==> src/design/cbm_pkg.sv <==
package cbm_pkg;

	localparam int IN_DATA_W  = 24;
	localparam int OUT_DATA_W = 96;
	localparam int OUT_PAD_W  = 6;

	localparam logic [9:0] PRESCALE_PERIOD = 10'd341;
	localparam logic [9:0] PRESCALE_STEP   = 10'd3;
	localparam logic [4:0] PRG_SECOND_LAST = 5'h1E;

	typedef enum logic [1:0] {
		CFG_MODE = 2'd0,
		CFG_VRC2 = 2'd1
	} cbm_cfg_idx_t;

	localparam logic [3:0] WIRE_RAW = 4'd0;
	localparam logic [3:0] WIRE_A   = 4'd1;
	localparam logic [3:0] WIRE_B   = 4'd2;
	localparam logic [3:0] WIRE_C   = 4'd3;
	localparam logic [3:0] WIRE_D   = 4'd4;
	localparam logic [3:0] WIRE_E   = 4'd5;
	localparam logic [3:0] WIRE_F   = 4'd6;
	localparam logic [3:0] WIRE_21  = 4'd7;
	localparam logic [3:0] WIRE_23  = 4'd8;
	localparam logic [3:0] WIRE_25  = 4'd9;

	localparam logic [3:0] BANK_PRG0 = 4'd8;
	localparam logic [3:0] BANK_MIRR = 4'd9;
	localparam logic [3:0] BANK_PRG1 = 4'd10;
	localparam logic [3:0] BANK_CHR0 = 4'd11;
	localparam logic [3:0] BANK_CHR1 = 4'd12;
	localparam logic [3:0] BANK_CHR2 = 4'd13;
	localparam logic [3:0] BANK_CHR3 = 4'd14;
	localparam logic [3:0] BANK_IRQ  = 4'd15;

	typedef enum logic [1:0] {
		IRQ_LATCH_LO = 2'd0,
		IRQ_LATCH_HI = 2'd1,
		IRQ_CTRL     = 2'd2,
		IRQ_ACK      = 2'd3
	} cbm_irq_reg_t;

	localparam logic [1:0] MIRR_REG_MODE = 2'd0;
	localparam logic [1:0] MIRR_REG_SWAP = 2'd2;

	localparam int CTRL_EN_ACK = 0;
	localparam int CTRL_EN     = 1;
	localparam int CTRL_CYCLE  = 2;

	typedef struct packed {
		logic       tick;
		logic [3:0] bank;
		logic [1:0] regs;
		logic [7:0] value;
		logic       vrc2;
	} cbm_cmd_t;

	typedef struct packed {
		logic [1:0]  mirroring;
		logic [35:0] chr_high;
		logic [35:0] chr_low;
		logic [4:0]  prg_c000;
		logic [4:0]  prg_a000;
		logic [4:0]  prg_8000;
	} cbm_bank_out_t;

	function automatic logic [1:0] swap_lines(input logic [1:0] v);
		logic [1:0] r;
		case (v)
			2'd1:    r = 2'd2;
			2'd2:    r = 2'd1;
			default: r = v;
		endcase
		return r;
	endfunction

endpackage

==> src/design/cbm_decode.sv <==
module cbm_decode import cbm_pkg::*; (
	input  logic        tick,
	input  logic [3:0]  bank,
	input  logic [11:0] addr,
	input  logic [7:0]  value,
	input  logic [3:0]  mode,
	input  logic        vrc2,
	output cbm_cmd_t    cmd
);

	logic [1:0] regs;

	always_comb begin
		case (mode)
			WIRE_A:  regs = addr[2:1];
			WIRE_B:  regs = swap_lines(addr[1:0]);
			WIRE_C:  regs = addr[7:6];
			WIRE_D:  regs = swap_lines(addr[3:2]);
			WIRE_E:  regs = addr[3:2];
			WIRE_F:  regs = addr[1:0];
			WIRE_21: regs = addr[2:1] | addr[7:6];
			WIRE_23: regs = addr[1:0] | addr[3:2];
			WIRE_25: regs = swap_lines(addr[1:0] | addr[3:2]);
			default: regs = addr[1:0];
		endcase
	end

	always_comb begin
		cmd.tick  = tick;
		cmd.bank  = bank;
		cmd.regs  = regs;
		cmd.value = value;
		cmd.vrc2  = vrc2;
	end

endmodule

==> src/design/cbm_bank.sv <==
module cbm_bank import cbm_pkg::*; (
	input  logic          clk,
	input  logic          arst_n,
	input  logic          step,
	input  cbm_cmd_t      cmd,
	output cbm_bank_out_t view
);

	logic [4:0] prg_q [2];
	logic [8:0] chr_q [8];
	logic       swap_q;
	logic [1:0] mirror_q;

	logic [4:0] prg_d [2];
	logic [8:0] chr_d [8];
	logic       swap_d;
	logic [1:0] mirror_d;

	logic [1:0] pair;
	logic [2:0] slot;
	logic [8:0] chr_cur;

	// banks B..E map to slot pairs 0..3
	assign pair    = cmd.bank[1:0] + 2'd1;
	assign slot    = {pair, cmd.regs[1]};
	assign chr_cur = chr_q[slot];

	always_comb begin
		prg_d    = prg_q;
		chr_d    = chr_q;
		swap_d   = swap_q;
		mirror_d = mirror_q;
		if (step && !cmd.tick) begin
			case (cmd.bank)
				BANK_PRG0: prg_d[0] = cmd.value[4:0];
				BANK_PRG1: prg_d[1] = cmd.value[4:0];
				BANK_MIRR: begin
					if (cmd.vrc2) begin
						mirror_d = {1'b0, cmd.value[0]};
					end else if (cmd.regs == MIRR_REG_MODE) begin
						mirror_d = cmd.value[1:0];
					end else if (cmd.regs == MIRR_REG_SWAP) begin
						swap_d = cmd.value[1];
					end
				end
				BANK_CHR0, BANK_CHR1, BANK_CHR2, BANK_CHR3: begin
					if (!cmd.regs[0]) begin
						chr_d[slot] = {chr_cur[8:4], cmd.value[3:0]};
					end else begin
						chr_d[slot] = {cmd.vrc2 ? chr_cur[8] : cmd.value[4],
							cmd.value[3:0], chr_cur[3:0]};
					end
				end
				default: ;
			endcase
		end
	end

	always_ff @(posedge clk or negedge arst_n) begin
		if (!arst_n) begin
			prg_q[0] <= 5'd0;
			prg_q[1] <= 5'd1;
			for (int i = 0; i < 8; i++) chr_q[i] <= 9'(i);
			swap_q   <= 1'b0;
			mirror_q <= 2'd0;
		end else begin
			prg_q    <= prg_d;
			chr_q    <= chr_d;
			swap_q   <= swap_d;
			mirror_q <= mirror_d;
		end
	end

	always_comb begin
		view.prg_8000  = swap_d ? PRG_SECOND_LAST : prg_d[0];
		view.prg_a000  = prg_d[1];
		view.prg_c000  = swap_d ? prg_d[0] : PRG_SECOND_LAST;
		view.chr_low   = {chr_d[3], chr_d[2], chr_d[1], chr_d[0]};
		view.chr_high  = {chr_d[7], chr_d[6], chr_d[5], chr_d[4]};
		view.mirroring = mirror_d;
	end

endmodule

==> src/design/cbm_irq.sv <==
module cbm_irq import cbm_pkg::*; (
	input  logic     clk,
	input  logic     arst_n,
	input  logic     step,
	input  cbm_cmd_t cmd,
	output logic     irq_next
);

	logic [2:0] ctrl_q, ctrl_d;
	logic [7:0] count_q, count_d;
	logic [7:0] reload_q, reload_d;
	logic [9:0] prescale_q, prescale_d;
	logic       pending_q, pending_d;
	logic       fire;

	always_comb begin
		ctrl_d     = ctrl_q;
		count_d    = count_q;
		reload_d   = reload_q;
		prescale_d = prescale_q;
		pending_d  = pending_q;
		fire       = 1'b0;
		if (step && cmd.tick) begin
			if (ctrl_q[CTRL_EN]) begin
				if (ctrl_q[CTRL_CYCLE]) begin
					fire = 1'b1;
				end else if (prescale_q <= PRESCALE_STEP) begin
					prescale_d = prescale_q + (PRESCALE_PERIOD - PRESCALE_STEP);
					fire       = 1'b1;
				end else begin
					prescale_d = prescale_q - PRESCALE_STEP;
				end
			end
			if (fire) begin
				if (count_q == 8'hFF) begin
					count_d   = reload_q;
					pending_d = 1'b1;
				end else begin
					count_d = count_q + 8'd1;
				end
			end
		end else if (step && cmd.bank == BANK_IRQ && !cmd.vrc2) begin
			case (cmd.regs)
				IRQ_LATCH_LO: reload_d = {reload_q[7:4], cmd.value[3:0]};
				IRQ_LATCH_HI: reload_d = {cmd.value[3:0], reload_q[3:0]};
				IRQ_CTRL: begin
					ctrl_d = cmd.value[2:0];
					if (cmd.value[CTRL_EN]) begin
						count_d    = reload_q;
						prescale_d = PRESCALE_PERIOD;
					end
					pending_d = 1'b0;
				end
				IRQ_ACK: begin
					ctrl_d[CTRL_EN] = ctrl_q[CTRL_EN_ACK];
					pending_d       = 1'b0;
				end
				default: ;
			endcase
		end
	end

	always_ff @(posedge clk or negedge arst_n) begin
		if (!arst_n) begin
			ctrl_q     <= 3'd0;
			count_q    <= 8'd0;
			reload_q   <= 8'd0;
			prescale_q <= 10'd0;
			pending_q  <= 1'b0;
		end else begin
			ctrl_q     <= ctrl_d;
			count_q    <= count_d;
			reload_q   <= reload_d;
			prescale_q <= prescale_d;
			pending_q  <= pending_d;
		end
	end

	assign irq_next = pending_d;

endmodule

==> src/design/cartridge_bank_mapper_irq.sv <==
// A beat accepted at the input passes the input register, then the result register.
// Throughput: one beat per cycle; the input register and the result register
// decouple the sides, so input stalls only while both are held by output backpressure.
// Reset (arst_n low, asynchronous): pipeline empty, wiring raw, VRC2 off,
// PRG banks 0/1, CHR slot i = i, mirroring 0, IRQ idle and clear.
module cartridge_bank_mapper_irq import cbm_pkg::*; (
	input  logic                  clk,
	input  logic                  arst_n,
	input  logic                  s_axis_tvalid,
	output logic                  s_axis_tready,
	input  logic [IN_DATA_W-1:0]  s_axis_tdata,  // bank[3:0], addr[15:4], value[23:16]
	input  logic                  s_axis_tuser,  // func
	output logic                  m_axis_tvalid,
	input  logic                  m_axis_tready,
	// prg_bank_8000[4:0], prg_bank_a000[9:5], prg_bank_c000[14:10],
	// chr_banks_low[50:15], chr_banks_high[86:51], mirroring[88:87], irq_asserted[89]
	output logic [OUT_DATA_W-1:0] m_axis_tdata,
	input  logic                  cfg_valid,
	output logic                  cfg_ready,
	input  logic [1:0]            cfg_index,
	input  logic [3:0]            cfg_data
);

	logic                 s1_valid_q;
	logic                 tick_s1;
	logic [IN_DATA_W-1:0] data_s1;
	logic                 out_valid_q;
	logic [OUT_DATA_W-1:0] out_data_q;
	logic [3:0]           mode_q;
	logic                 vrc2_q;

	logic          adv;
	logic          in_beat;
	cbm_cmd_t      cmd;
	cbm_bank_out_t view;
	logic          irq_next;

	assign adv           = s1_valid_q && (!out_valid_q || m_axis_tready);
	assign s_axis_tready = !s1_valid_q || adv;
	assign in_beat       = s_axis_tvalid && s_axis_tready;
	assign cfg_ready     = 1'b1;
	assign m_axis_tvalid = out_valid_q;
	assign m_axis_tdata  = out_data_q;

	always_ff @(posedge clk or negedge arst_n) begin
		if (!arst_n) begin
			mode_q <= WIRE_RAW;
			vrc2_q <= 1'b0;
		end else if (cfg_valid) begin
			case (cfg_index)
				CFG_MODE: mode_q <= cfg_data;
				CFG_VRC2: vrc2_q <= cfg_data[0];
				default: ;
			endcase
		end
	end

	always_ff @(posedge clk or negedge arst_n) begin
		if (!arst_n) begin
			s1_valid_q  <= 1'b0;
			out_valid_q <= 1'b0;
		end else begin
			if (in_beat) begin
				s1_valid_q <= 1'b1;
			end else if (adv) begin
				s1_valid_q <= 1'b0;
			end
			if (adv) begin
				out_valid_q <= 1'b1;
			end else if (m_axis_tready) begin
				out_valid_q <= 1'b0;
			end
		end
	end

	always_ff @(posedge clk) begin
		if (in_beat) begin
			tick_s1 <= s_axis_tuser;
			data_s1 <= s_axis_tdata;
		end
		if (adv) begin
			out_data_q <= {{OUT_PAD_W{1'b0}}, irq_next, view};
		end
	end

	cbm_decode u_decode (
		.tick  (tick_s1),
		.bank  (data_s1[3:0]),
		.addr  (data_s1[15:4]),
		.value (data_s1[23:16]),
		.mode  (mode_q),
		.vrc2  (vrc2_q),
		.cmd   (cmd)
	);

	cbm_bank u_bank (
		.clk    (clk),
		.arst_n (arst_n),
		.step   (adv),
		.cmd    (cmd),
		.view   (view)
	);

	cbm_irq u_irq (
		.clk      (clk),
		.arst_n   (arst_n),
		.step     (adv),
		.cmd      (cmd),
		.irq_next (irq_next)
	);

endmodule

==> config.mk <==
export PLATFORM = sky130hd
export DESIGN_NAME = cartridge_bank_mapper_irq
export DESIGN_NICKNAME = d
export VERILOG_FILES = /design/src/design/cbm_pkg.sv /design/src/design/cbm_decode.sv /design/src/design/cbm_bank.sv /design/src/design/cbm_irq.sv /design/src/design/cartridge_bank_mapper_irq.sv
export SDC_FILE = /design/constraint.sdc
export NUM_CORES = 1
export LEC_CHECK = 0
export BUFFER_PORTS_ARGS = -buffer_cell sky130_fd_sc_hd__buf_4
export CORE_MARGIN = 3
export CORE_UTILIZATION = 47
export CTS_CLUSTER_DIAMETER = 50
export DETAILED_ROUTE_END_ITERATION = 10
export HOLD_SLACK_MARGIN = 0.08
export PLACE_DENSITY = 0.67
export SYNTH_ARGS = -nofsm -noshare
export SYNTH_HDL_FRONTEND = slang
export SYNTH_SLANG_ARGS = --single-unit
==> constraint.sdc <==
create_clock -name clk -period 6.7 [get_ports clk]
set_clock_uncertainty 0.1 [all_clocks]
set_input_delay 0.335 -clock clk [delete_from_list [all_inputs] [get_ports clk]]
set_output_delay 0.335 -clock clk [all_outputs]
set_load 0.1 [all_outputs]
==> reports/qor.yml, run 1 <==
outcome:
  run_status: "completed"
die:
  core.rowCount: 53
  die_area_um2: 23300
  num_io_pins: 135
  fp.dieW_um: 153
  initial_core_util: 0.479
  coreArea_um2: 21100
  die_h_um: 153
placement:
  placement.io_buffers: 118
  dp_hpwl_um: 15400
  place_ws_ns: 2.79
  gp_congestion: 0.842
detailed_routing:
  wirelength_um: 23500
  vias_per_cell: 5.61
  dr.first_iter.drc_count: 558
  routedLengthMet1_um: 10300
  detail_route.first_pass.iterations: 5
  detail-route-antenna-nets: 0
  per_cell_routed_wire_length_um: 18.8
  via_count: 6996
  met2RoutedLength_um: 11500
  drt_drc_violations_left: 0
  top_signal_layer_used: "met4"
  detail_route_met3_wl_um: 1190
yosys:
  avgSynthCellArea_um2: 12.5
  yosys_warnings: 0
  synthArstFlopShare: 0.535
  yosysSeqAreaShare: 0.619
  yosys_most_used_dff: "sky130_fd_sc_hd__dfrtp_1"
  syn-instance-count: 811
  synth_area_um2: 10100
  synth_edf_count: 106
  ys_ff_latch: 228
  synth.distinct_cells: 79
min_path:
  holdCritPathClass: "in2reg"
  min-delay-start: "cfg_index[1]"
  hold_path_end: "vrc2_q"
  timing.hold.worst_path_depth: 3
global_route:
  first_global_vias: 6932
  globalRouteTotalUtil: 0.200
  antenna_found_initial: 0
  globalRoute.totalOverflow: 0
  grt_start_max_net_pins: 91
  wire_length_of_the_first_global_routing_pass_um: 38100
pwr:
  cellInternalPower_mw: 3.05
  cellLeakagePower_nw: 5.23
  power_frac_comb: 0.312
  power-per-cell-area_nw_per_um2: 399
  swShare: 0.381
  clockPowerShare: 0.294
  share_seq_of_total_power: 0.394
  ir_drop_uv: 264
  switchingPower_mw: 1.88
clocking:
  cts_max_path_buffers: 3
  insertion_delay_ns: 0.53
  cts_tree: "yes"
  number_of_buffers_inserted_during_clock_tree_synthesis: 26
  cts_setup_buffers: 0
  clock_tree.htree_level_count: 1
  cts_clk_pin_slew_worst_paths_ns: 0.06
  cts_resized: 0
  cts_num_sinks: 228
  clockRootBuffer: "sky130_fd_sc_hd__clkbuf_16"
timing:
  finalWorstPathRequiredPeriod_ns: 4.04
  max_slew.worst_pin.slew_ns: 1.18
  fin_tns_setup_ns: 0
  pins_over_their_slew_limit: 0
  max-slew-margin-rel: 0.210
  finalSetupViolCount: 0
  fin_crit_sh: 0.602
  maxClockFrequency_mhz: 248
  postLayoutSetupSlackWorst_ns: 2.66
  rsz_0062_raised_after_global_routing: "false"
  finalHoldViolations: 0
setup_path:
  crit_path_start_kind: "flip-flop"
  worst_ep_arrival_time_ns: 4.32
  timing.reg2reg.setup_slack_ns: 2.66
  cp_data_required_time_ns: 6.99
  critical_path_class: "reg2reg"
  worst_reg2reg_startpoint: "data_s1[0]"
  worstReg2RegEnd: "m_axis_tdata[38]"
  r2r.worst_path.cells: 10
  end_kind: "flip-flop"
  worst-path-max-fanout: 15
final_layout:
  ant_cells: 0
  layout.area.seq_um2: 6250
  fraction_of_final_layout_cells_sized_beyond_drive_strength_1: 0.277
  multiInputGateArea_um2: 3540
  final.fill_count: 1735
  layout.nets: 1002
  layout.cells.most_common_list: "sky130_fd_sc_hd__buf_4 (132), sky130_fd_sc_hd__dfrtp_1 (109), sky130_fd_sc_hd__edfxtp_1 (106)"
  mostFrequentLayoutCell: "sky130_fd_sc_hd__buf_4"
  area_growth_pct: 22.1
flow_run:
  max_cap_viol_count: 0
power groups by stage:
stage                     registers, mW  logic (mW)  clock network (mW)
after floorplan                    2.53       0.615                   0
after global placement             1.96        1.51                   0
after detailed placement           1.96        1.53                   0
after CTS                          1.94        1.54                1.48
after global routing               1.98        1.63                1.54
final                              1.94        1.54                1.45
critical path: stages, from the launching register on:
cell and delay (ns):
sky130_fd_sc_hd__edfxtp_1 0.66, sky130_fd_sc_hd__inv_1 0.25, sky130_fd_sc_hd__ha_1 0.81, sky130_fd_sc_hd__nand2b_1 0.44, sky130_fd_sc_hd__o22ai_1 0.18, sky130_fd_sc_hd__o32a_1 0.19
sky130_fd_sc_hd__o2bb2ai_1 0.12, sky130_fd_sc_hd__a311oi_1 0.31, sky130_fd_sc_hd__nand3_1 0.14, sky130_fd_sc_hd__o21ai_1 0.42, sky130_fd_sc_hd__mux2_2 0.28
repair_timing:
item                       4_1_cts  5_1_grt
setup endpoints to repair        0        0
hold endpoints to repair        84        0
hold buffers                    24        0
metal layers:
metal | GRT usage | up-vias
li1 | - | 3293
met1 | 0.279 | 3458
met2 | 0.331 | 210
met3 | 0.0312 | 35
met4 | 0.0505 | 0
met5 | 0 | -
worst max-delay path by stage:
stage | start | endpoint | cells past startpoint
CTS | data_s1[0] | m_axis_tdata[47] | 10
detailed placement | data_s1[0] | m_axis_tdata[38] | 10
global placement | data_s1[0] | m_axis_tdata[38] | 10
floorplan | m_axis_tvalid | m_axis_tdata[46] | 9
global route | data_s1[0] | m_axis_tdata[38] | 10
finish | data_s1[0] | m_axis_tdata[38] | 10
Yosys cell counts (3+ instances only):
master	instances	area, um^2
sky130_fd_sc_hd__o22ai_1	7	43.8
sky130_fd_sc_hd__and3_1	13	81.3
sky130_fd_sc_hd__nor2b_1	4	25.0
sky130_fd_sc_hd__o221ai_1	4	35.0
sky130_fd_sc_hd__nand4_1	5	31.3
sky130_fd_sc_hd__o41ai_2	3	48.8
sky130_fd_sc_hd__a41oi_1	3	26.3
sky130_fd_sc_hd__inv_1	20	75.1
sky130_fd_sc_hd__dfstp_2	13	342
sky130_fd_sc_hd__mux2_1	6	67.6
sky130_fd_sc_hd__a211oi_1	10	75.1
sky130_fd_sc_hd__nand3_1	17	85.1
sky130_fd_sc_hd__a32oi_1	3	26.3
sky130_fd_sc_hd__a21oi_1	41	205
sky130_fd_sc_hd__a41oi_2	4	65.1
sky130_fd_sc_hd__o32a_1	3	30.0
sky130_fd_sc_hd__o31ai_1	9	67.6
sky130_fd_sc_hd__edfxtp_1	106	3180
sky130_fd_sc_hd__mux2_2	48	541
sky130_fd_sc_hd__mux2i_1	20	200
sky130_fd_sc_hd__buf_6	4	45.0
sky130_fd_sc_hd__dfrtp_1	109	2730
sky130_fd_sc_hd__nor2_1	36	135
sky130_fd_sc_hd__nand2b_1	14	87.6
sky130_fd_sc_hd__or3_1	8	50.1
sky130_fd_sc_hd__buf_4	8	60.1
sky130_fd_sc_hd__o211ai_1	3	22.5
sky130_fd_sc_hd__a31oi_1	11	68.8
sky130_fd_sc_hd__nand2_1	87	327
sky130_fd_sc_hd__buf_2	17	85.1
sky130_fd_sc_hd__ha_1	13	163
sky130_fd_sc_hd__clkbuf_1	16	60.1
sky130_fd_sc_hd__nor3_1	15	75.1
sky130_fd_sc_hd__o31ai_2	7	87.6
sky130_fd_sc_hd__and2_1	7	43.8
sky130_fd_sc_hd__nand3b_1	3	22.5
sky130_fd_sc_hd__o21ai_0	60	300
sky130_fd_sc_hd__o21ai_1	5	25.0
area by class of cell:
class | count | share of cell area
Multi-Input combinational cell | 521 | 0.287
Tap cell | 275 | 0.0279
Timing Repair Buffer | 156 | 0.0998
Inverter | 20 | 0.00608
Clock inverter | 17 | 0.0129
Clock buffer | 31 | 0.0602
Sequential cell | 228 | 0.507
metrics by stage:
step                      instances  area, um^2  hold WS [ns]  power [mW]  utilization
final                          1248       12300         0.104        4.93        0.585
after global routing           1248       12300         0.106        5.15        0.585
after CTS                      1248       12300        0.0909        4.96        0.585
after detailed placement       1176       11200         0.383        3.49        0.531
after global placement         1176       11200         0.371        3.47        0.531
after floorplan                 816       10100       -0.0606        3.14            -
registers in the layout, summed over array words and instances (netlist names):
register and flops:
u_irq.pending_q 1, s1_valid_q 1, u_irq.count_q 8, tick_s1 1, data_s1 15, u_bank.prg_q 10, u_bank.chr_q 72, u_irq.prescale_q 10
mode_q 4, u_irq.ctrl_q 3, m_axis_tdata 90, u_irq.reload_q 8, vrc2_q 1, u_bank.swap_q 1, u_bank.mirror_q 2, m_axis_tvalid 1
cell families (layout without fill, tap and decap cells):
logic type	count (synthesis)	count (layout)	synth area share
multiplexers	75	75	0.0822
XOR/XNOR	1	1	0.000867
other	2	7	0.000743
adder cells (fa/ha/maj)	13	13	0.0161
AND/OR/NAND/NOR	225	225	0.110
AO/OA/AOI/OAI	200	200	0.137
flip-flops	228	228	0.619
buffers and inverters	67	224	0.0340
Power figures use the tool's default switching activity.
==> run 2, diff against run 1 <==
- clock period: 6.7 -> 3.75 ns (I/O delays scaled with it)
==> reports/qor.yml, run 2 (synthesized netlist as in run 1, its figures left out) <==
outcome:
  run_status: "completed"  # unchanged
setup_path:
  timing.critical_path.slowest_stage_cell: "sky130_fd_sc_hd__o41ai_2"  # was sky130_fd_sc_hd__ha_1
  cpLargestDelayFamily: "simple AND/OR/NAND/NOR gates"  # was compound AO/OA/AOI/OAI gates
  critical_path_class: "reg2reg"  # unchanged
  worst_reg2reg_startpoint: "data_s1[4]"  # was data_s1[0]
  timing.reg2reg.setup_slack_ns: 0.29  # was 2.66 ns
  cp_num_buf_inv: 2  # was 1
  timing.critical_path.slowest_cell_delay_ns: 0.61  # was 0.81 ns
  r2r.worst_path.cells: 11  # was 10
  worst-path-max-fanout: 21  # was 15
  end_kind: "flip-flop"  # unchanged
  crit_path_start_kind: "flip-flop"  # unchanged
  cp_data_required_time_ns: 4.03  # was 6.99 ns
  critical_path.cell_chain: "inv_1, ha_1, mux2_2, nand3_1, o21bai_4, or3_4, nand2_4, buf_4, a211oi_1, o41ai_2, mux2_2"  # was inv_1, ha_1, nand2b_1, o22ai_1, o32a_1, o2bb2ai_1, a311oi_1, nand3_1, o21ai_1, mux2_2
  worst_ep_arrival_time_ns: 3.74  # was 4.32 ns
  crit_top_cell: "sky130_fd_sc_hd__mux2_2"
  worstReg2RegEnd: "m_axis_tdata[23]"  # was m_axis_tdata[38]
final_layout:
  fraction_of_final_layout_cells_sized_beyond_drive_strength_1: 0.300  # was 0.277
  flip_flop_count_of_the_largest_register_after_layout: 90  # unchanged
  layout.nets: 1037  # was 1,002
  finish.cell_count_without_fillers: 1283  # was 1,248
  ant_cells: 0  # unchanged
  area_growth_pct: 25.7  # was 22.1%
  postLayoutCoreUtil: 0.603  # was 0.585
  mostFrequentLayoutCell: "sky130_fd_sc_hd__buf_4"  # unchanged
  layout.cells.most_common_list: "sky130_fd_sc_hd__buf_4 (158), sky130_fd_sc_hd__dfrtp_1 (108), sky130_fd_sc_hd__edfxtp_1 (106)"  # was sky130_fd_sc_hd__buf_4 (132), sky130_fd_sc_hd__dfrtp_1 (109), sky130_fd_sc_hd__edfxtp_1 (106)
timing:
  finalWorstPathRequiredPeriod_ns: 3.46  # was 4.04 ns
  fin_tns_setup_ns: 0  # unchanged
  finalSetupViolCount: 0  # unchanged
  max_slew.worst_pin.slew_ns: 0.894  # was 1.18 ns
  fin_crit_sh: 0.923  # was 0.602
  maxClockFrequency_mhz: 289  # was 248 MHz
  max-slew-margin-rel: 0.402  # was 0.210
  finalHoldViolations: 0  # unchanged
  pins_over_their_slew_limit: 0  # unchanged
  rsz_0062_raised_after_global_routing: "false"  # unchanged
die:
  fp.dieW_um: 153  # unchanged
  die_area_um2: 23300  # unchanged
  coreArea_um2: 21100  # unchanged
  initial_core_util: 0.479  # unchanged
  die_h_um: 153  # unchanged
  core.rowCount: 53  # unchanged
  num_io_pins: 135  # unchanged
clocking:
  cts_setup_buffers: 0  # unchanged
  insertion_delay_ns: 0.53  # about the same
  cts_tree: "yes"  # unchanged
  clockRootBuffer: "sky130_fd_sc_hd__clkbuf_16"  # unchanged
  cts_clk_pin_slew_worst_paths_ns: 0.06  # about the same
  cts_max_path_buffers: 3  # unchanged
  cts_num_sinks: 228  # unchanged
  number_of_buffers_inserted_during_clock_tree_synthesis: 27  # was 26
  clock_tree.htree_level_count: 1  # unchanged
detailed_routing:
  via_count: 7223  # was 6,996
  vias_per_cell: 5.63  # was 5.61
  detail-route-antenna-nets: 0  # unchanged
  detail_route.first_pass.iterations: 5  # unchanged
  wirelength_um: 24000  # was 23,500 um
  per_cell_routed_wire_length_um: 18.7  # was 18.8 um
  dr.first_iter.drc_count: 479  # was 558
  drt_drc_violations_left: 0  # unchanged
placement:
  gp_congestion: 0.885  # was 0.842
  placement.io_buffers: 118  # unchanged
  dp_hpwl_um: 16300  # was 15,400 um
  place.detailed.instances: 1203  # was 1,176
global_route:
  grt_start_max_net_pins: 69  # was 91
  antenna_found_initial: 0  # unchanged
  globalRoute.totalOverflow: 0  # unchanged
  first_global_vias: 7126  # was 6,932
  globalRouteTotalUtil: 0.203  # was 0.200
  wire_length_of_the_first_global_routing_pass_um: 38700  # was 38,100 um
pwr:
  power-per-cell-area_nw_per_um2: 717  # was 399 nW/um^2
  cellLeakagePower_nw: 5.44  # was 5.23 nW
  ir_drop_uv: 556  # was 264 uV
min_path:
  holdCritPathClass: "in2async"  # was in2reg
flow_run:
  max_cap_viol_count: 0  # unchanged
==> run 2: where the power goes <==
part	internal, mW	switching (mW)
Combinational	0.770	2.08
Clock	1.74	1.05
Sequential	3.19	0.278
Total	5.70	3.41
==> run 2: how the worst max path moves through the flow <==
stage | depth (start not counted) | slack (ns) | endpoint | startpoint
floorplan | 9 | 0.20 | m_axis_tdata[46] | m_axis_tvalid
global placement | 11 | 0.36 | m_axis_tdata[41] | data_s1[4]
detailed placement | 11 | 0.27 | m_axis_tdata[53] | data_s1[4]
CTS | 11 | 0.29 | m_axis_tdata[62] | data_s1[4]
global route | 11 | 0.02 | m_axis_tdata[23] | data_s1[4]
finish | 11 | 0.29 | m_axis_tdata[23] | data_s1[4]
==> run 2: area by class of cell <==
type / count / area [um^2]
Clock buffer: 32 / 724
Clock inverter: 17 / 245
Fill cell: 1666 / 8380
Inverter: 20 / 75.1
Multi-Input combinational cell: 521 / 3550
Sequential cell: 228 / 6250
Tap cell: 275 / 344
Timing Repair Buffer: 190 / 1520
==> run 2: metal layers <==
metal  vias up  GRT usage  share of wire
li1       3366          -              -
met1      3543      0.291           0.44
met3        53     0.0346          0.066
met5         -          0              0
met2       261      0.324           0.47
met4         0     0.0573          0.024
==> run 2: stage by stage <==
step | total power, mW | setup slack [ns] | instance area (um^2) | hold slack, ns
3_5_place_dp | 6.31 | 0.274 | 11400 | 0.204
3_3_place_gp | 6.27 | 0.360 | 11400 | 0.212
6_report | 9.11 | 0.290 | 12700 | 0.178
5_1_grt | 9.51 | 0.0191 | 12700 | 0.251
4_1_cts | 9.15 | 0.285 | 12700 | 0.220
2_1_floorplan | 5.61 | 0.199 | 10100 | -0.208
==> run 2: what timing repair did <==
action                                  4_1_cts  5_1_grt
hold endpoints to repair                     77        0
endpoints found under the setup margin        0        3
hold buffers                                 31        0
gates resized for setup                       0        1
